--- src/hw/rtl/bdq_pkg.sv ---
// Shared constants, command codes and controller-to-datapath types for the deque.
package bdq_pkg;

  // Storage geometry
  localparam int unsigned DEPTH  = 16;
  localparam int unsigned IDX_W  = $clog2(DEPTH);
  localparam int unsigned CNT_W  = $clog2(DEPTH + 1);

  // Field widths fixed by the interface
  localparam int unsigned CMD_W  = 3;
  localparam int unsigned WORD_W = 32;
  localparam int unsigned CAP_W  = 5;
  localparam int unsigned CAP_RESET = 16;

  // APB register map
  localparam int unsigned APB_DW = 32;
  localparam int unsigned APB_AW = 3;
  localparam logic        REG_CAPACITY = 1'b0;

  // Command codes
  localparam logic [CMD_W-1:0] CMD_PUSH_FRONT = 3'd0;
  localparam logic [CMD_W-1:0] CMD_PUSH_REAR  = 3'd1;
  localparam logic [CMD_W-1:0] CMD_POP_FRONT  = 3'd2;
  localparam logic [CMD_W-1:0] CMD_POP_REAR   = 3'd3;
  localparam logic [CMD_W-1:0] CMD_PEEK       = 3'd4;

  // Steps issued by the controller to the datapath
  typedef struct packed {
    logic load;   // capture command and word
    logic exec;   // update pointers, count and storage
    logic rd;     // read front and rear slots
  } ctrl_cmd_t;

  // (a + b) mod DEPTH for a < DEPTH and b <= DEPTH
  function automatic logic [IDX_W-1:0] wrap_add(input logic [IDX_W-1:0] a,
                                                input logic [CNT_W-1:0] b);
    logic [CNT_W:0] s;
    s = (CNT_W + 1)'(a) + (CNT_W + 1)'(b);
    if (s >= (CNT_W + 1)'(DEPTH)) begin
      s = s - (CNT_W + 1)'(DEPTH);
    end
    return s[IDX_W-1:0];
  endfunction

endpackage

--- src/hw/rtl/bdq_ctrl.sv ---
// Sequencer for one command: capture, execute, read storage, present result.
module bdq_ctrl import bdq_pkg::*; (
  input  logic      clk_i,
  input  logic      rst_ni,
  input  logic      start_i,
  output logic      busy_o,
  output logic      done_o,
  output ctrl_cmd_t cmd_o
);

  localparam logic [1:0] ST_IDLE = 2'd0;
  localparam logic [1:0] ST_EXEC = 2'd1;
  localparam logic [1:0] ST_READ = 2'd2;
  localparam logic [1:0] ST_RESP = 2'd3;

  logic [1:0] state_q, state_d;
  logic       take;

  // Accept a new command whenever not mid-operation
  assign busy_o = (state_q == ST_EXEC) || (state_q == ST_READ);
  assign take   = start_i && !busy_o;
  assign done_o = (state_q == ST_RESP);

  assign cmd_o.load = take;
  assign cmd_o.exec = (state_q == ST_EXEC);
  assign cmd_o.rd   = (state_q == ST_READ);

  // Advance through the steps of one command
  always_comb begin
    state_d = state_q;
    unique case (state_q)
      ST_IDLE: if (take) state_d = ST_EXEC;
      ST_EXEC: state_d = ST_READ;
      ST_READ: state_d = ST_RESP;
      ST_RESP: state_d = take ? ST_EXEC : ST_IDLE;
      default: state_d = ST_IDLE;
    endcase
  end

  always_ff @(posedge clk_i or negedge rst_ni) begin
    if (!rst_ni) begin
      state_q <= ST_IDLE;
    end else begin
      state_q <= state_d;
    end
  end

`ifndef ASSERT_OFF
  // An accepted command always proceeds to execution
  a_take_exec: assert property (@(posedge clk_i) disable iff (!rst_ni)
    take |=> cmd_o.exec)
    else $error("accepted command did not execute");

  // Every executed command is followed by a result, after the storage read step
  a_exec_done: assert property (@(posedge clk_i) disable iff (!rst_ni)
    cmd_o.exec |=> ##1 done_o)
    else $error("result strobe missing after execution");
`endif

endmodule

--- src/hw/rtl/bdq_datapath.sv ---
// Ring-buffer storage, front pointer, entry count and result registers.
module bdq_datapath import bdq_pkg::*; (
  input  logic                     clk_i,
  input  logic                     rst_ni,
  input  ctrl_cmd_t                cmd_i,
  input  logic [CMD_W-1:0]         op_i,
  input  logic signed [WORD_W-1:0] push_value_i,
  input  logic [CAP_W-1:0]         capacity_i,
  output logic                     accepted_o,
  output logic signed [WORD_W-1:0] front_word_o,
  output logic signed [WORD_W-1:0] rear_word_o,
  output logic                     is_empty_o,
  output logic                     is_full_o
);

  logic [CMD_W-1:0]  op_q;
  logic [WORD_W-1:0] word_q;
  logic [IDX_W-1:0]  front_q, front_d;
  logic [CNT_W-1:0]  count_q, count_d;
  logic              ok_q, ok_d;
  logic              we;
  logic [IDX_W-1:0]  waddr;
  logic [IDX_W-1:0]  rear_idx;
  logic              full_now;
  logic [WORD_W-1:0] mem [DEPTH];
  logic [WORD_W-1:0] rd_front_q, rd_rear_q;

  // Full when count reaches the capacity, saturated at DEPTH
  assign full_now = (32'(count_q) >= 32'(capacity_i)) || (count_q >= CNT_W'(DEPTH));

  // Capture the command
  always_ff @(posedge clk_i) begin
    if (cmd_i.load) begin
      op_q   <= op_i;
      word_q <= push_value_i;
    end
  end

  // Decide the effect of the command on pointer, count and storage
  always_comb begin
    front_d = front_q;
    count_d = count_q;
    ok_d    = 1'b0;
    we      = 1'b0;
    waddr   = wrap_add(front_q, count_q);
    unique case (op_q)
      CMD_PUSH_FRONT: begin
        if (!full_now) begin
          front_d = (front_q == '0) ? IDX_W'(DEPTH - 1) : front_q - 1'b1;
          waddr   = front_d;
          we      = 1'b1;
          count_d = count_q + 1'b1;
          ok_d    = 1'b1;
        end
      end
      CMD_PUSH_REAR: begin
        if (!full_now) begin
          we      = 1'b1;
          count_d = count_q + 1'b1;
          ok_d    = 1'b1;
        end
      end
      CMD_POP_FRONT: begin
        if (count_q != '0) begin
          front_d = wrap_add(front_q, CNT_W'(1));
          count_d = count_q - 1'b1;
          ok_d    = 1'b1;
        end
      end
      CMD_POP_REAR: begin
        if (count_q != '0) begin
          count_d = count_q - 1'b1;
          ok_d    = 1'b1;
        end
      end
      CMD_PEEK: ok_d = 1'b1;
      default:  ok_d = 1'b0;
    endcase
  end

  // Commit pointer and count
  always_ff @(posedge clk_i or negedge rst_ni) begin
    if (!rst_ni) begin
      front_q <= '0;
      count_q <= '0;
    end else if (cmd_i.exec) begin
      front_q <= front_d;
      count_q <= count_d;
    end
  end

  always_ff @(posedge clk_i) begin
    if (cmd_i.exec) begin
      ok_q <= ok_d;
    end
  end

  // Storage: one write port, two registered read ports
  assign rear_idx = wrap_add(front_q, count_q - 1'b1);

  always_ff @(posedge clk_i) begin
    if (cmd_i.exec && we) begin
      mem[waddr] <= word_q;
    end
  end

  always_ff @(posedge clk_i) begin
    if (cmd_i.rd) begin
      rd_front_q <= mem[front_q];
      rd_rear_q  <= mem[rear_idx];
    end
  end

  // Drive the result fields
  assign accepted_o   = ok_q;
  assign is_empty_o   = (count_q == '0);
  assign is_full_o    = full_now;
  assign front_word_o = is_empty_o ? '1 : rd_front_q;
  assign rear_word_o  = is_empty_o ? '1 : rd_rear_q;

`ifndef ASSERT_OFF
  // Count never exceeds the storage depth
  a_count_bound: assert property (@(posedge clk_i) disable iff (!rst_ni)
    count_q <= CNT_W'(DEPTH))
    else $error("entry count exceeds depth");

  // A successful push grows the count by one
  a_push_grow: assert property (@(posedge clk_i) disable iff (!rst_ni)
    (cmd_i.exec && we) |=> (count_q == $past(count_q) + 1'b1))
    else $error("push did not grow the count");

  // A refused command leaves pointer and count unchanged
  a_refused_hold: assert property (@(posedge clk_i) disable iff (!rst_ni)
    (cmd_i.exec && !ok_d) |=> ($stable(count_q) && $stable(front_q)))
    else $error("refused command changed the state");
`endif

endmodule

--- src/hw/rtl/bounded_double_ended_queue_core.sv ---
// Top level of the bounded deque: command channel, APB register and result strobe.
//
// Usage:
//   Command channel: drive cmd_i and push_value_i with start_i high; the
//   command transfers at a rising edge where start_i is high and busy_o low.
//   Result channel: done_o is high for exactly one cycle with accepted_o,
//   front_word_o, rear_word_o, is_empty_o and is_full_o valid; the result
//   transfers at the edge ending that cycle. The receiver cannot stall.
//   Sequence: after the command edge the core steps through execute, storage
//   read and result. busy_o covers the execute and read steps, so a new
//   command can transfer in the cycle that shows a result, but not before:
//   commands do not overlap, since the storage array is read in its own
//   registered step after its update.
//   Configuration: APB register 0 (byte address 0) holds queue_capacity,
//   5 bits, reset 16; values above 16 act as 16. Write only while idle.
//   Reset: asynchronous, active low; clears the deque to empty with the
//   front pointer at slot 0. Storage contents are not cleared; only
//   written slots ever reach the result words.
module bounded_double_ended_queue_core import bdq_pkg::*; (
  input  logic                     clk_i,
  input  logic                     rst_ni,
  // command channel
  input  logic                     start_i,
  output logic                     busy_o,
  input  logic [CMD_W-1:0]         cmd_i,
  input  logic signed [WORD_W-1:0] push_value_i,
  // result channel
  output logic                     done_o,
  output logic                     accepted_o,
  output logic signed [WORD_W-1:0] front_word_o,
  output logic signed [WORD_W-1:0] rear_word_o,
  output logic                     is_empty_o,
  output logic                     is_full_o,
  // APB configuration port
  input  logic                     psel,
  input  logic                     penable,
  input  logic                     pwrite,
  input  logic [APB_AW-1:0]        paddr,
  input  logic [APB_DW-1:0]        pwdata,
  output logic [APB_DW-1:0]        prdata,
  output logic                     pready
);

  ctrl_cmd_t        ctrl_cmd;
  logic [CAP_W-1:0] capacity_q;
  logic             cfg_wr;

  // APB register: always ready, decode on the word address bit
  assign pready = 1'b1;
  assign cfg_wr = psel && penable && pwrite && (paddr[2] == REG_CAPACITY);
  assign prdata = (paddr[2] == REG_CAPACITY) ? APB_DW'(capacity_q) : '0;

  always_ff @(posedge clk_i or negedge rst_ni) begin
    if (!rst_ni) begin
      capacity_q <= CAP_W'(CAP_RESET);
    end else if (cfg_wr) begin
      capacity_q <= pwdata[CAP_W-1:0];
    end
  end

  bdq_ctrl u_ctrl (
    .clk_i   (clk_i),
    .rst_ni  (rst_ni),
    .start_i (start_i),
    .busy_o  (busy_o),
    .done_o  (done_o),
    .cmd_o   (ctrl_cmd)
  );

  bdq_datapath u_datapath (
    .clk_i        (clk_i),
    .rst_ni       (rst_ni),
    .cmd_i        (ctrl_cmd),
    .op_i         (cmd_i),
    .push_value_i (push_value_i),
    .capacity_i   (capacity_q),
    .accepted_o   (accepted_o),
    .front_word_o (front_word_o),
    .rear_word_o  (rear_word_o),
    .is_empty_o   (is_empty_o),
    .is_full_o    (is_full_o)
  );

endmodule

--- config.mk ---
export PLATFORM = sky130hd
export DESIGN_NAME = bounded_double_ended_queue_core
export DESIGN_NICKNAME = d
export VERILOG_FILES = /design/src/hw/rtl/bdq_pkg.sv /design/src/hw/rtl/bdq_ctrl.sv /design/src/hw/rtl/bdq_datapath.sv /design/src/hw/rtl/bounded_double_ended_queue_core.sv
export SDC_FILE = /design/constraint.sdc
export NUM_CORES = 1
export LEC_CHECK = 0
export BUFFER_PORTS_ARGS = -buffer_cell sky130_fd_sc_hd__buf_2
export CORE_MARGIN = 2
export CORE_UTILIZATION = 60
export CTS_CLUSTER_SIZE = 10
export DETAILED_ROUTE_END_ITERATION = 10
export GPL_TIMING_DRIVEN = 0
export PLACE_DENSITY_LB_ADDON = 0.05
export SKIP_LAST_GASP = 1
export SLEW_MARGIN = 20
export SYNTH_ARGS = -nofsm -noshare
export SYNTH_HDL_FRONTEND = slang
export SYNTH_HIERARCHICAL = 1
export SYNTH_SLANG_ARGS = --single-unit
--- constraint.sdc ---
create_clock -name clk_i -period 10.7 [get_ports clk_i]
set_clock_uncertainty 0.15 [all_clocks]
set_input_delay 0.535 -clock clk_i [delete_from_list [all_inputs] [get_ports clk_i]]
set_output_delay 0.535 -clock clk_i [all_outputs]
set_load 0.03 [all_outputs]
==> key figures <==
STA
  • F_max: 0.206 GHz
  • Slew @ Worst Pin: 1250 ps
  • Max_slew headroom: 16.2%
  • Setup-failing EPs final: 0
  • Fin. Hold Viols: 0
  • Setup TNS: 0 ps
  • Max Slew Vio Count: 0
  • Period minus WS final: 4850 ps
  • Tcrit/Tclk final: 45.3%
  • RSZ-0062 raised after global routing: no

Clock network
  • CTS tree: yes
  • Root Driver: clkbuf_16
  • Clock tree buffer depth: 3
  • Worst-path clk slew: 60 ps
  • CTS Buf Count: 73
  • Worst-Skew Late Latency: 610 ps
  • Clock tree sinks: 628
  • Htree depth: 3
  • Post_cts resized: 0

Routing
  • Via/cell ratio: 7.04
  • WL final: 84,100 um
  • Detailed-route wire length per cell: 32.4 um
  • Final ANT Viol Nets: 0
  • DRC violation total after the first TritonRoute iteration: 2,410
  • Post-route DRC: 0
  • Via count: 18,300
  • DR pass1 iterations: 6

Layout
  • Multi-input gate area: 9840 um2
  • # nets final: 2,064
  • Antenna cell count: 0
  • Fraction of layout cells with a size suffix above 1: 31.9%
  • Register area: 18,800 um2
  • Fillers: 3,059
  • Area grow syn2layout: 15.2%

Synthesis
  • Avg Cell Area, Syn: 17.4 um2
  • Synth top area cells: edfxtp_1, mux4_2, mux2i_1
  • Cell with the most instances after synthesis: edfxtp_1
  • Top post-synthesis cells by count: edfxtp_1, mux4_2, mux2i_1, nand2_1, or2_2
  • Fraction of registers with async set/reset: 2.55%
  • Ys flop type: edfxtp_1
  • Register area share after synthesis: 64.1%
  • Post-Syn Area: 29,300 um2
  • Yosys top cell area share: 62.8%
  • Synth warn: 6
  • Gate Count Post-Synth: 1,684
  • #FFs+latches synth: 628
  • Post-synth top area cell: edfxtp_1
  • Count of different cell masters after synthesis: 72
  • Post-synth EDFFs: 612

GRT
  • Vias in the first global route: 18,200
  • Initial antenna violation count: 1
  • First-pass GRT wire length: 120,000 um
  • GRT Util Overall: 33.9%
  • GRT overflow: 0
  • Largest net degree at the start of global routing: 42

Floorplanning
  • FP Rows: 80
  • Number of top-level pins: 178
  • Initial core utilization: 61.1%
  • Die X-Extent: 225 um
  • Die area: 50,600 um2
  • DIE HEIGHT: 225 um
  • Core area: 47,900 um2

Placed design
  • DP HPWL: 53,800 um
  • I/O Buffers: 120
  • GPL Wtd Cong: 0.861

Critical path
  • CP Max Fanout: 10
  • Crit path kind: flop to output port
  • CP Launch Type: flop
  • Crit path DAT: 4170 ps
  • CP Capture Type: output port
  • Req. time, crit path: 10,020 ps

Worst hold path
  • HP Class: primary input to flop

Job
  • Max-cap viol count: 0

Run status
  • Outcome: finished clean
## layer usage
layer  vias up  track usage, %  share of wire, %
met2      1248            53.5                48
met1      9421            47.0                37
li1       7387               -                 -
met4         0            13.1               3.8
met5         -               0                 0
met3       216            7.16                11
## path summary, 6_finish.rpt
path	cells after the start	startpoint	slack, ps	endpoint
min in group asynchronous	2	rst_ni	240	u_datapath/front_q[0]
max in group asynchronous	2	rst_ni	9850	capacity_q[4]
worst max register to register	9	u_datapath/count_q[0]	6210	u_datapath/rd_rear_q[13]
worst min-delay path	2	pwdata[2]	20	capacity_q[2]
worst max-delay path	7	u_datapath/count_q[0]	5850	rear_word_o[11]
worst min register to register	1	capacity_q[3]	390	capacity_q[3]
## layout make-up
cell class                 count  share of cell area [%]
clock buffer                  85                    5.58
sequential                   628                    55.7
buffer                       146                    2.62
multi-input combinational    921                    29.2
timing repair buffer         181                    4.38
inverter                      15                   0.167
clock inverter                 5                   0.134
tap                          615                    2.28
## kinds of logic after synthesis
group | synth area share, %
other cells | 0.0256
xor+xnor | 0.632
simple gates | 5.09
compound gates | 6.11
mux | 19.8
buf+inv | 3.21
fa+ha+maj | 0.991
flops | 64.1
## placed cells by master (no fill, tap or decap), drive strengths merged, types with 5 or more instances in the layout
cell type | synthesis | layout
a21oi | 7 | 7
a211oi | 33 | 33
a221oi | 62 | 62
nor2 | 38 | 38
dlygate4sd3 | 0 | 34
nand2b | 6 | 6
inv | 13 | 16
conb | 2 | 28
o21a | 11 | 11
or2 | 64 | 64
xnor2 | 11 | 11
nand3 | 10 | 10
ha | 20 | 20
a31oi | 36 | 36
o21ai | 37 | 37
mux2i | 133 | 133
and2 | 34 | 34
a22oi | 31 | 31
edfxtp | 612 | 612
mux4 | 194 | 194
buf | 97 | 244
and2b | 5 | 5
mux2 | 9 | 9
clkbuf | 49 | 134
nor4 | 8 | 8
nor3 | 15 | 15
xor2 | 5 | 5
nor2b | 5 | 5
nand2 | 81 | 81
dfrtp | 15 | 15
## flip-flops by register name (all words and copies together), names as in the netlist
register / count
capacity_q: 5
u_ctrl/state_q: 2
u_datapath/accepted_o: 1
u_datapath/count_q: 5
u_datapath/front_q: 4
u_datapath/mem: 512
u_datapath/op_q: 3
u_datapath/rd_front_q: 32
u_datapath/rd_rear_q: 32
u_datapath/word_q: 32
## critical path, stage by stage, from the launching register on
cell and delay, ps:
dfrtp_1 470, inv_1 210, ha_1 250, nor4b_1 800, clkbuf_1 730, clkbuf_1 600
or2_2 280, buf_2 210
## metrics by stage
| stage | worst slack, ps | util, % | instances | hold slack [ps] | area [um2] |
|---|---|---|---|---|---|
| 3_3_place_gp | 1630 | 64.1 | 2445 | 329 | 30700 |
| 6_report | 5850 | 70.4 | 2596 | 22.0 | 33700 |
| 4_1_cts | 5930 | 70.4 | 2596 | 0.186 | 33700 |
| 3_5_place_dp | 6400 | 65.6 | 2472 | 323 | 31500 |
| 2_1_floorplan | 5670 | - | 1710 | 89.4 | 29400 |
| 5_1_grt | 5830 | 70.4 | 2596 | 8.43 | 33700 |
## what timing repair did
item / in CTS / in global routing
hold endpoints to repair: 49 / 0
endpoints found under the setup margin: 0 / 0
hold buffers: 34 / 0
setup buffers: 0 / 0
Power is not shown: default switching activity piles up to over one toggle a cycle in this logic, so the estimate is an artifact.
